<file path="config.mk">
export PLATFORM = sky130hd
export DESIGN_NAME = inverted_uart_byte_receiver_flat
export DESIGN_NICKNAME = d
export VERILOG_FILES = /design/src/sv/iubr_pkg.sv /design/src/sv/iubr_if.sv /design/src/sv/inverted_uart_byte_receiver.sv /design/src/sv/iubr_core.sv /design/src/flat_wrapper.sv
export SDC_FILE = /design/constraint.sdc
export NUM_CORES = 1
export LEC_CHECK = 0
export BUFFER_PORTS_ARGS = -buffer_cell sky130_fd_sc_hd__buf_4
export CAP_MARGIN = 20
export CORE_ASPECT_RATIO = 0.6
export CORE_UTILIZATION = 46
export DETAILED_ROUTE_END_ITERATION = 16
export GPL_ROUTABILITY_DRIVEN = 0
export PLACE_DENSITY = 0.7
export SLEW_MARGIN = 25
export SYNTH_ARGS = -nofsm -noshare
export SYNTH_HDL_FRONTEND = slang
export SYNTH_SLANG_ARGS = --single-unit
</file>
<file path="constraint.sdc">
create_clock -name i_clk -period 7.42 [get_ports i_clk]
set_clock_uncertainty 0.05 [all_clocks]
set_input_delay 0 -clock i_clk [delete_from_list [all_inputs] [get_ports i_clk]]
set_output_delay 0 -clock i_clk [all_outputs]
set_load 0.05 [all_outputs]
</file>
<file path="src/sv/iubr_pkg.sv">
// ----------------------------------------------------------------------------
// iubr_pkg: shared types and constants for the inverted UART byte receiver
// Holds the phase encoding, result codes and the structs that pass between
// the sequencer and the top level.
// ----------------------------------------------------------------------------
package iubr_pkg;

    localparam int TICK_COUNT_WIDTH = 16;
    localparam int BIT_PERIOD_WIDTH = 16;
    localparam int BYTE_WIDTH       = 8;
    localparam int BIT_INDEX_WIDTH  = 3;
    localparam int CMP_WIDTH        = (TICK_COUNT_WIDTH > BIT_PERIOD_WIDTH) ?
                                      TICK_COUNT_WIDTH : BIT_PERIOD_WIDTH;

    localparam logic [BIT_PERIOD_WIDTH-1:0] BIT_PERIOD_RESET = 16'd104;
    localparam logic [BIT_INDEX_WIDTH-1:0]  LAST_BIT_INDEX   = 3'd7;

    localparam logic ST_BYTE        = 1'b0;
    localparam logic ST_FALSE_START = 1'b1;

    typedef enum logic [4:0] {
        PH_IDLE    = 5'b00001,
        PH_CONFIRM = 5'b00010,
        PH_HALF    = 5'b00100,
        PH_DATA    = 5'b01000,
        PH_STOP    = 5'b10000
    } t_phase;

    typedef struct packed {
        logic valid;
        logic level;
    } t_sample;

    typedef struct packed {
        logic                  valid;
        logic [BYTE_WIDTH-1:0] data_byte;
        logic                  status;
    } t_event;

endpackage

</file>
<file path="src/sv/iubr_if.sv">
// ----------------------------------------------------------------------------
// iubr_if: handshake channels of the inverted UART byte receiver
// Sample input, result output and bit period configuration, each with
// valid/ready and its payload.
// ----------------------------------------------------------------------------
interface iubr_in_if;
    logic valid;
    logic ready;
    logic line_level;

    modport source (output valid, output line_level, input ready);
    modport sink   (input valid, input line_level, output ready);
endinterface

interface iubr_out_if;
    import iubr_pkg::*;

    logic                  valid;
    logic                  ready;
    logic [BYTE_WIDTH-1:0] data_byte;
    logic                  status;

    modport source (output valid, output data_byte, output status, input ready);
    modport sink   (input valid, input data_byte, input status, output ready);
endinterface

interface iubr_cfg_if;
    import iubr_pkg::*;

    logic                        valid;
    logic                        ready;
    logic [BIT_PERIOD_WIDTH-1:0] bit_period;

    modport source (output valid, output bit_period, input ready);
    modport sink   (input valid, input bit_period, output ready);
endinterface

</file>
<file path="src/sv/inverted_uart_byte_receiver.sv">
// ----------------------------------------------------------------------------
// inverted_uart_byte_receiver: inverted-polarity 8N1 byte receiver
// Input register, frame sequencer and result register around one line sample
// per transaction.
// ----------------------------------------------------------------------------
// Usage:
//   i_in   carries one sampled line level per tick (idle low, start bit high,
//          data bits inverted). One transaction is taken every cycle unless o_out stalls.
//   o_out  delivers a result: data_byte with status 0 for a received byte,
//          or data_byte 0 with status 1 when the start bit fails to confirm.
//   i_cfg  writes bit_period (ticks per bit, reset 104); always ready. Write
//          only while the receiver is idle between frames.
// Path: a sample that ends a frame passes the input register, then the result
//   register, before its result shows on o_out; a stalled o_out can hold the
//   sample in the input register on the way.
// Throughput: one sample per cycle unless o_out stalls; one step per sample.
// Stalls: while o_out holds an untaken result, the held sample waits in the
//   input register and i_in.ready drops until the result is taken; with no
//   result waiting, one transaction is taken every cycle.
// Reset (i_rst_n low at a clock edge): both registers empty, sequencer idle,
//   bit_period back to 104. No clearing pass.
// ----------------------------------------------------------------------------
module inverted_uart_byte_receiver (
    input  logic        i_clk,
    input  logic        i_rst_n,
    iubr_in_if.sink     i_in,
    iubr_cfg_if.sink    i_cfg,
    iubr_out_if.source  o_out
);
    import iubr_pkg::*;

    // input register
    logic                        r_in_valid;
    logic                        r_in_level;
    // result register
    logic                        r_out_valid;
    logic [BYTE_WIDTH-1:0]       r_out_byte;
    logic                        r_out_status;
    // configuration
    logic [BIT_PERIOD_WIDTH-1:0] r_bit_period;

    logic    consume;
    t_sample core_sample;
    t_event  core_event;

    // advance the held sample when the result slot is free or draining
    assign consume        = r_in_valid && (!r_out_valid || o_out.ready);
    assign i_in.ready     = !r_in_valid || consume;
    assign i_cfg.ready    = 1'b1;

    assign core_sample.valid = consume;
    assign core_sample.level = r_in_level;

    iubr_core u_core (
        .i_clk        (i_clk),
        .i_rst_n      (i_rst_n),
        .i_bit_period (r_bit_period),
        .i_sample     (core_sample),
        .o_event      (core_event)
    );

    always_ff @(posedge i_clk) begin
        if (!i_rst_n) begin
            r_bit_period <= BIT_PERIOD_RESET;
        end else if (i_cfg.valid) begin
            r_bit_period <= i_cfg.bit_period;
        end
    end

    // input register: load on a transaction, drop when consumed
    always_ff @(posedge i_clk) begin
        if (!i_rst_n) begin
            r_in_valid <= 1'b0;
        end else if (i_in.valid && i_in.ready) begin
            r_in_valid <= 1'b1;
        end else if (consume) begin
            r_in_valid <= 1'b0;
        end
    end

    always_ff @(posedge i_clk) begin
        if (i_in.valid && i_in.ready) begin
            r_in_level <= i_in.line_level;
        end
    end

    // result register: load on an event, drop when taken
    always_ff @(posedge i_clk) begin
        if (!i_rst_n) begin
            r_out_valid <= 1'b0;
        end else if (core_event.valid) begin
            r_out_valid <= 1'b1;
        end else if (o_out.ready) begin
            r_out_valid <= 1'b0;
        end
    end

    always_ff @(posedge i_clk) begin
        if (core_event.valid) begin
            r_out_byte   <= core_event.data_byte;
            r_out_status <= core_event.status;
        end
    end

    assign o_out.valid     = r_out_valid;
    assign o_out.data_byte = r_out_byte;
    assign o_out.status    = r_out_status;

    a_no_overwrite: assert property (@(posedge i_clk) disable iff (!i_rst_n)
        (r_out_valid && !o_out.ready) |-> !core_event.valid)
        else $error("result overwritten while stalled");

    a_in_hold: assert property (@(posedge i_clk) disable iff (!i_rst_n)
        (r_in_valid && !consume) |=> (r_in_valid && $stable(r_in_level)))
        else $error("held sample lost");

    a_false_start_zero: assert property (@(posedge i_clk) disable iff (!i_rst_n)
        (r_out_valid && r_out_status == ST_FALSE_START) |-> (r_out_byte == '0))
        else $error("false start with nonzero byte");

endmodule

</file>
<file path="src/sv/iubr_core.sv">
// ----------------------------------------------------------------------------
// iubr_core: frame sequencer of the inverted UART byte receiver
// Tracks phase, tick count, bit index and the assembled byte; advances one
// step per sample and flags a byte or false-start event.
// ----------------------------------------------------------------------------
module iubr_core (
    input  logic                                    i_clk,
    input  logic                                    i_rst_n,
    input  logic [iubr_pkg::BIT_PERIOD_WIDTH-1:0]   i_bit_period,
    input  iubr_pkg::t_sample                       i_sample,
    output iubr_pkg::t_event                        o_event
);
    import iubr_pkg::*;

    localparam logic [TICK_COUNT_WIDTH-1:0] COUNT_MAX = '1;

    t_phase                      r_phase,      n_phase;
    logic [TICK_COUNT_WIDTH-1:0] r_tick_count, n_tick_count;
    logic [BIT_INDEX_WIDTH-1:0]  r_bit_index,  n_bit_index;
    logic [BYTE_WIDTH-1:0]       r_shift_byte, n_shift_byte;

    logic [TICK_COUNT_WIDTH-1:0] tick_inc;
    logic [BIT_PERIOD_WIDTH-1:0] target;
    logic                        wait_done;

    // one wait tick, saturating counter
    always_comb begin
        tick_inc  = (r_tick_count == COUNT_MAX) ? COUNT_MAX
                                                : r_tick_count + TICK_COUNT_WIDTH'(1);
        target    = (r_phase == PH_HALF) ? (i_bit_period >> 1) : i_bit_period;
        wait_done = (CMP_WIDTH'(tick_inc) >= CMP_WIDTH'(target)) || (tick_inc == COUNT_MAX);
    end

    always_comb begin
        n_phase      = r_phase;
        n_tick_count = r_tick_count;
        n_bit_index  = r_bit_index;
        n_shift_byte = r_shift_byte;
        o_event      = '0;
        if (i_sample.valid) begin
            unique case (r_phase)
                PH_CONFIRM: begin
                    n_tick_count = '0;
                    if (i_sample.level) begin
                        n_phase      = PH_HALF;
                        n_bit_index  = '0;
                        n_shift_byte = '0;
                    end else begin
                        n_phase           = PH_IDLE;
                        o_event.valid     = 1'b1;
                        o_event.data_byte = '0;
                        o_event.status    = ST_FALSE_START;
                    end
                end
                PH_HALF: begin
                    n_tick_count = wait_done ? '0 : tick_inc;
                    if (wait_done) begin
                        n_phase = PH_DATA;
                    end
                end
                PH_DATA: begin
                    n_tick_count = wait_done ? '0 : tick_inc;
                    if (wait_done) begin
                        n_shift_byte[r_bit_index] = ~i_sample.level;
                        n_bit_index = r_bit_index + BIT_INDEX_WIDTH'(1);
                        if (r_bit_index == LAST_BIT_INDEX) begin
                            n_phase = PH_STOP;
                        end
                    end
                end
                PH_STOP: begin
                    n_tick_count = wait_done ? '0 : tick_inc;
                    if (wait_done) begin
                        n_phase           = PH_IDLE;
                        o_event.valid     = 1'b1;
                        o_event.data_byte = r_shift_byte;
                        o_event.status    = ST_BYTE;
                    end
                end
                default: begin
                    n_tick_count = '0;
                    n_phase      = i_sample.level ? PH_CONFIRM : PH_IDLE;
                end
            endcase
        end
    end

    always_ff @(posedge i_clk) begin
        if (!i_rst_n) begin
            r_phase      <= PH_IDLE;
            r_tick_count <= '0;
            r_bit_index  <= '0;
            r_shift_byte <= '0;
        end else begin
            r_phase      <= n_phase;
            r_tick_count <= n_tick_count;
            r_bit_index  <= n_bit_index;
            r_shift_byte <= n_shift_byte;
        end
    end

    a_event_phase: assert property (@(posedge i_clk) disable iff (!i_rst_n)
        o_event.valid |-> (r_phase == PH_CONFIRM || r_phase == PH_STOP))
        else $error("event outside confirm or stop phase");

    a_tick_phase: assert property (@(posedge i_clk) disable iff (!i_rst_n)
        (r_tick_count != '0) |-> (r_phase == PH_HALF || r_phase == PH_DATA ||
                                  r_phase == PH_STOP))
        else $error("tick count running outside a wait");

    a_bit_index_phase: assert property (@(posedge i_clk) disable iff (!i_rst_n)
        (r_bit_index != '0) |-> (r_phase == PH_DATA))
        else $error("bit index set outside data phase");

endmodule

</file>
<file path="src/flat_wrapper.sv">
// flat-port wrapper written by rule: the top's interface ports become plain ports
module inverted_uart_byte_receiver_flat import iubr_pkg::*;
  (i_clk, i_rst_n, i_in_valid, i_in_line_level, i_in_ready, i_cfg_valid, i_cfg_bit_period, i_cfg_ready, o_out_valid, o_out_data_byte, o_out_status, o_out_ready);
  iubr_in_if i_in_i ();
  iubr_cfg_if i_cfg_i ();
  iubr_out_if o_out_i ();
  input  logic i_clk;
  input  logic i_rst_n;
  input wire logic [$bits(i_in_i.valid)-1:0] i_in_valid;
  input wire logic [$bits(i_in_i.line_level)-1:0] i_in_line_level;
  output wire logic [$bits(i_in_i.ready)-1:0] i_in_ready;
  input wire logic [$bits(i_cfg_i.valid)-1:0] i_cfg_valid;
  input wire logic [$bits(i_cfg_i.bit_period)-1:0] i_cfg_bit_period;
  output wire logic [$bits(i_cfg_i.ready)-1:0] i_cfg_ready;
  output wire logic [$bits(o_out_i.valid)-1:0] o_out_valid;
  output wire logic [$bits(o_out_i.data_byte)-1:0] o_out_data_byte;
  output wire logic [$bits(o_out_i.status)-1:0] o_out_status;
  input wire logic [$bits(o_out_i.ready)-1:0] o_out_ready;
  assign i_in_i.valid = i_in_valid;
  assign i_in_i.line_level = i_in_line_level;
  assign i_in_ready = i_in_i.ready;
  assign i_cfg_i.valid = i_cfg_valid;
  assign i_cfg_i.bit_period = i_cfg_bit_period;
  assign i_cfg_ready = i_cfg_i.ready;
  assign o_out_valid = o_out_i.valid;
  assign o_out_data_byte = o_out_i.data_byte;
  assign o_out_status = o_out_i.status;
  assign o_out_i.ready = o_out_ready;
  inverted_uart_byte_receiver u_core (.i_clk(i_clk), .i_rst_n(i_rst_n), .i_in(i_in_i), .i_cfg(i_cfg_i), .o_out(o_out_i));
endmodule
</file>
==> results.txt <==
Drt drc -> 0
Root Buffer -> clkbuf_16
Share of cells above drive strength 1 -> 16.2%
Leading area contributor after synthesis -> dfxtp_1
Buf/Inv on CP -> 0
Peak per-stage delay on the critical path -> 0.85 ns
Post-CTS Setup Bufs -> 0
Total placed cells including tap cells -> 487
Number of global-route vias before repair -> 2,820
Final min period -> 4.91 ns
First-pass GRT wire length -> 14.2 mm
Crit path launch type -> flop
Initial antenna violation count -> 0
VDD IR-drop max -> 0.110 mV
Clock latency on the worst-skew pair -> 0.33 ns
Inserted Diodes -> 0
Core ar. -> 7270 sq um
Initial DRC count -> 231
CTS max path bufs -> 2
Slew Limit Fails -> 0
I/O Buffers -> 32
Slew @ Worst Pin -> 0.915 ns
Hold Vio Cnt, Final -> 0
DIE WIDTH -> 114 um
Synthesized flop and latch total -> 60
Status -> completed
Pleak -> 1.89 nW
Commonest register cell after synthesis -> dfxtp_1
Fill cells -> 669
Worst slack, placed -> 2.60 ns
Total grt overflow -> 0
Vias per cell -> 5.61
CP max FO -> 16
Post-Syn Instances -> 372
Data required time at the worst endpoint -> 7.64 ns
Pwr/cell area -> 193 nW/um^2
Largest net degree at the start of global routing -> 21
DR vias -> 2,946
Mapped Area -> 3470 sq um
DP HPWL -> 6.11 mm
Worst Hold Class -> in -> reg
Sequential area share after synthesis -> 37.5%
Peak Freq -> 204 MHz
H-tree levels -> 3
Critical path endpoint category -> flop
Total power -> 0.818 mW
Global Route Usage Sum -> 23.5%
Nets -> 457
Top cell type's share of synthesized area -> 28.8%
Finished Layout Cells -> 525
I/O pins -> 34
WP data arrival -> 5.13 ns
Die Ht -> 69.3 um
Setup tns final -> 0 ns
Yosys Warn Count -> 0
Final Routed Wirelength -> 8.68 mm
Max cap viols -> 0
RSZ-0062 raised after global routing -> no
Cell variety after synth -> 60
DIE AREA -> 7910 sq um
CTS Buf Count -> 9
Final ANT Viol Nets -> 0
Routed wire per std cell -> 16.5 um
List of most frequent post-synthesis cells -> dfxtp_1, nor2_1, mux2i_1, nand2_1, a21oi_1
Count leader, synth -> dfxtp_1
Slew headroom -> 38.8%
Mapped Avg Cell Area -> 9.33 sq um
Crit-path slowest cell -> nor4b_4
Worst setup margin -> 2.51 ns
Synth top area cells -> dfxtp_1, mux2i_1, edfxtp_1
Syn Nets -> 413
Area growth syn-to-layout -> 22.3%
Fin crit share -> 66.2%
1st-pass router iterations -> 5
EDFF count, synth -> 10
Share of flip-flops with an asynchronous set or reset -> 0%
Initial Util -> 47.8%
CP cell instances -> ha_1, nand3_1, nor2_1, nand3_1, o21ai_0, ha_1, o211ai_1, a21oi_1, o2111ai_1, a31oi_1, nand2b_1, nor2_1, nor4b_4, a22o_2
Reg clk slew, reported paths -> 0.05 ns
Setup violators final -> 0
Resize count post-CTS -> 0
Worst path top cell family by delay -> simple AND/OR/NAND/NOR gates
CTS tree -> built
Setup CP Type -> reg -> reg
Hold-fix buffers, CTS -> 22
Number of clock sinks -> 60
Cell Rows -> 24
Hold_ws -> 0.0194 ns
[sequential cells by signal, summed over array words and instances, names as in the netlist]
signal and count:
u_core.o_out.data_byte 8, u_core.o_out.status 1, u_core.o_out.valid 1, u_core.r_bit_period 16, u_core.r_in_level 1, u_core.r_in_valid 1
u_core.u_core.r_bit_index 3, u_core.u_core.r_phase 5, u_core.u_core.r_shift_byte 8, u_core.u_core.r_tick_count 16
[routing by layer]
layer / vias to the layer above / wire [um] / track usage [%]
li1: 1448 / - / -
met1: 1389 / 4390 / 35.0
met2: 99 / 3590 / 32.7
met3: 10 / 605 / 6.64
met4: 0 / 87 / 6.64
met5: - / 0 / 0
[cell usage in the layout, fill, tap and decap left out, types with 3 or more instances in the layout]
master and n:
xnor2_1 6, o21a_1 3, inv_1 15, a31oi_1 8, o21ai_0 9, clkbuf_16 9, ha_1 19, dlygate4sd3_1 22
nand2b_1 7, o2111ai_1 3, buf_4 32, nor4_1 9, xor2_1 7, dfxtp_1 50, nand2_1 31, and4_1 3
a21oi_1 21, nor2_1 31, and2_1 3, and3_1 3, a21o_1 3, nand4_1 4, a22o_1 17, nand3_1 10
mux2i_1 31, edfxtp_1 10, or3_1 3, o22ai_1 7
[cell families (layout without fill, tap and decap cells)]
group	count (synthesis)	in the layout	synth area share, %
compound gates	85	85	16.9
buf+inv	36	85	5.12
fa+ha+maj	19	19	6.85
flops	60	60	37.5
xor+xnor	13	13	3.28
other cells	1	1	0.108
mux	33	33	9.59
simple gates	125	125	20.7
[path summary, 6_finish.rpt]
kind / from / to / slack, ns / cells after the start
setup reg to reg: u_core.u_core.r_tick_count[0] / u_core.u_core.r_tick_count[4] / 2.51 / 14
hold reg to reg: u_core.u_core.r_shift_byte[1] / u_core.u_core.r_shift_byte[1] / 0.42 / 2
hold / removal: o_out_ready / u_core.r_in_valid / 0.02 / 4
setup / recovery: u_core.u_core.r_tick_count[0] / u_core.u_core.r_tick_count[4] / 2.51 / 14
[area by class of cell]
class	instances	area [sq um]	area share, %
Timing Repair Buffer	54	460	10.8
Multi-Input combinational cell	276	1990	47.0
Inverter	15	56.3	1.33
Tap cell	104	130	3.07
Sequential cell	60	1300	30.7
Clock inverter	6	63.8	1.50
Clock buffer	10	239	5.63
[tightest hold or removal path: stages]
cell and delay [ns]:
buf_4 0.08, nor2b_1 0.07, a21oi_1 0.15, nor2_1 0.04
[power breakdown]
| group | internal (mW) | switching, mW |
|---|---|---|
| Combinational | 0.0284 | 0.0263 |
| Sequential | 0.337 | 0.00629 |
| Clock | 0.268 | 0.152 |
| Total | 0.633 | 0.185 |
[stage by stage]
stage,instance area [sq um],utilization (%)
after global placement,3720,51.2
after global routing,4250,58.4
final,4250,58.4
after detailed placement,3720,51.2
after CTS,4240,58.4
after floorplan,3470,-
Power figures use the tool's default switching activity.
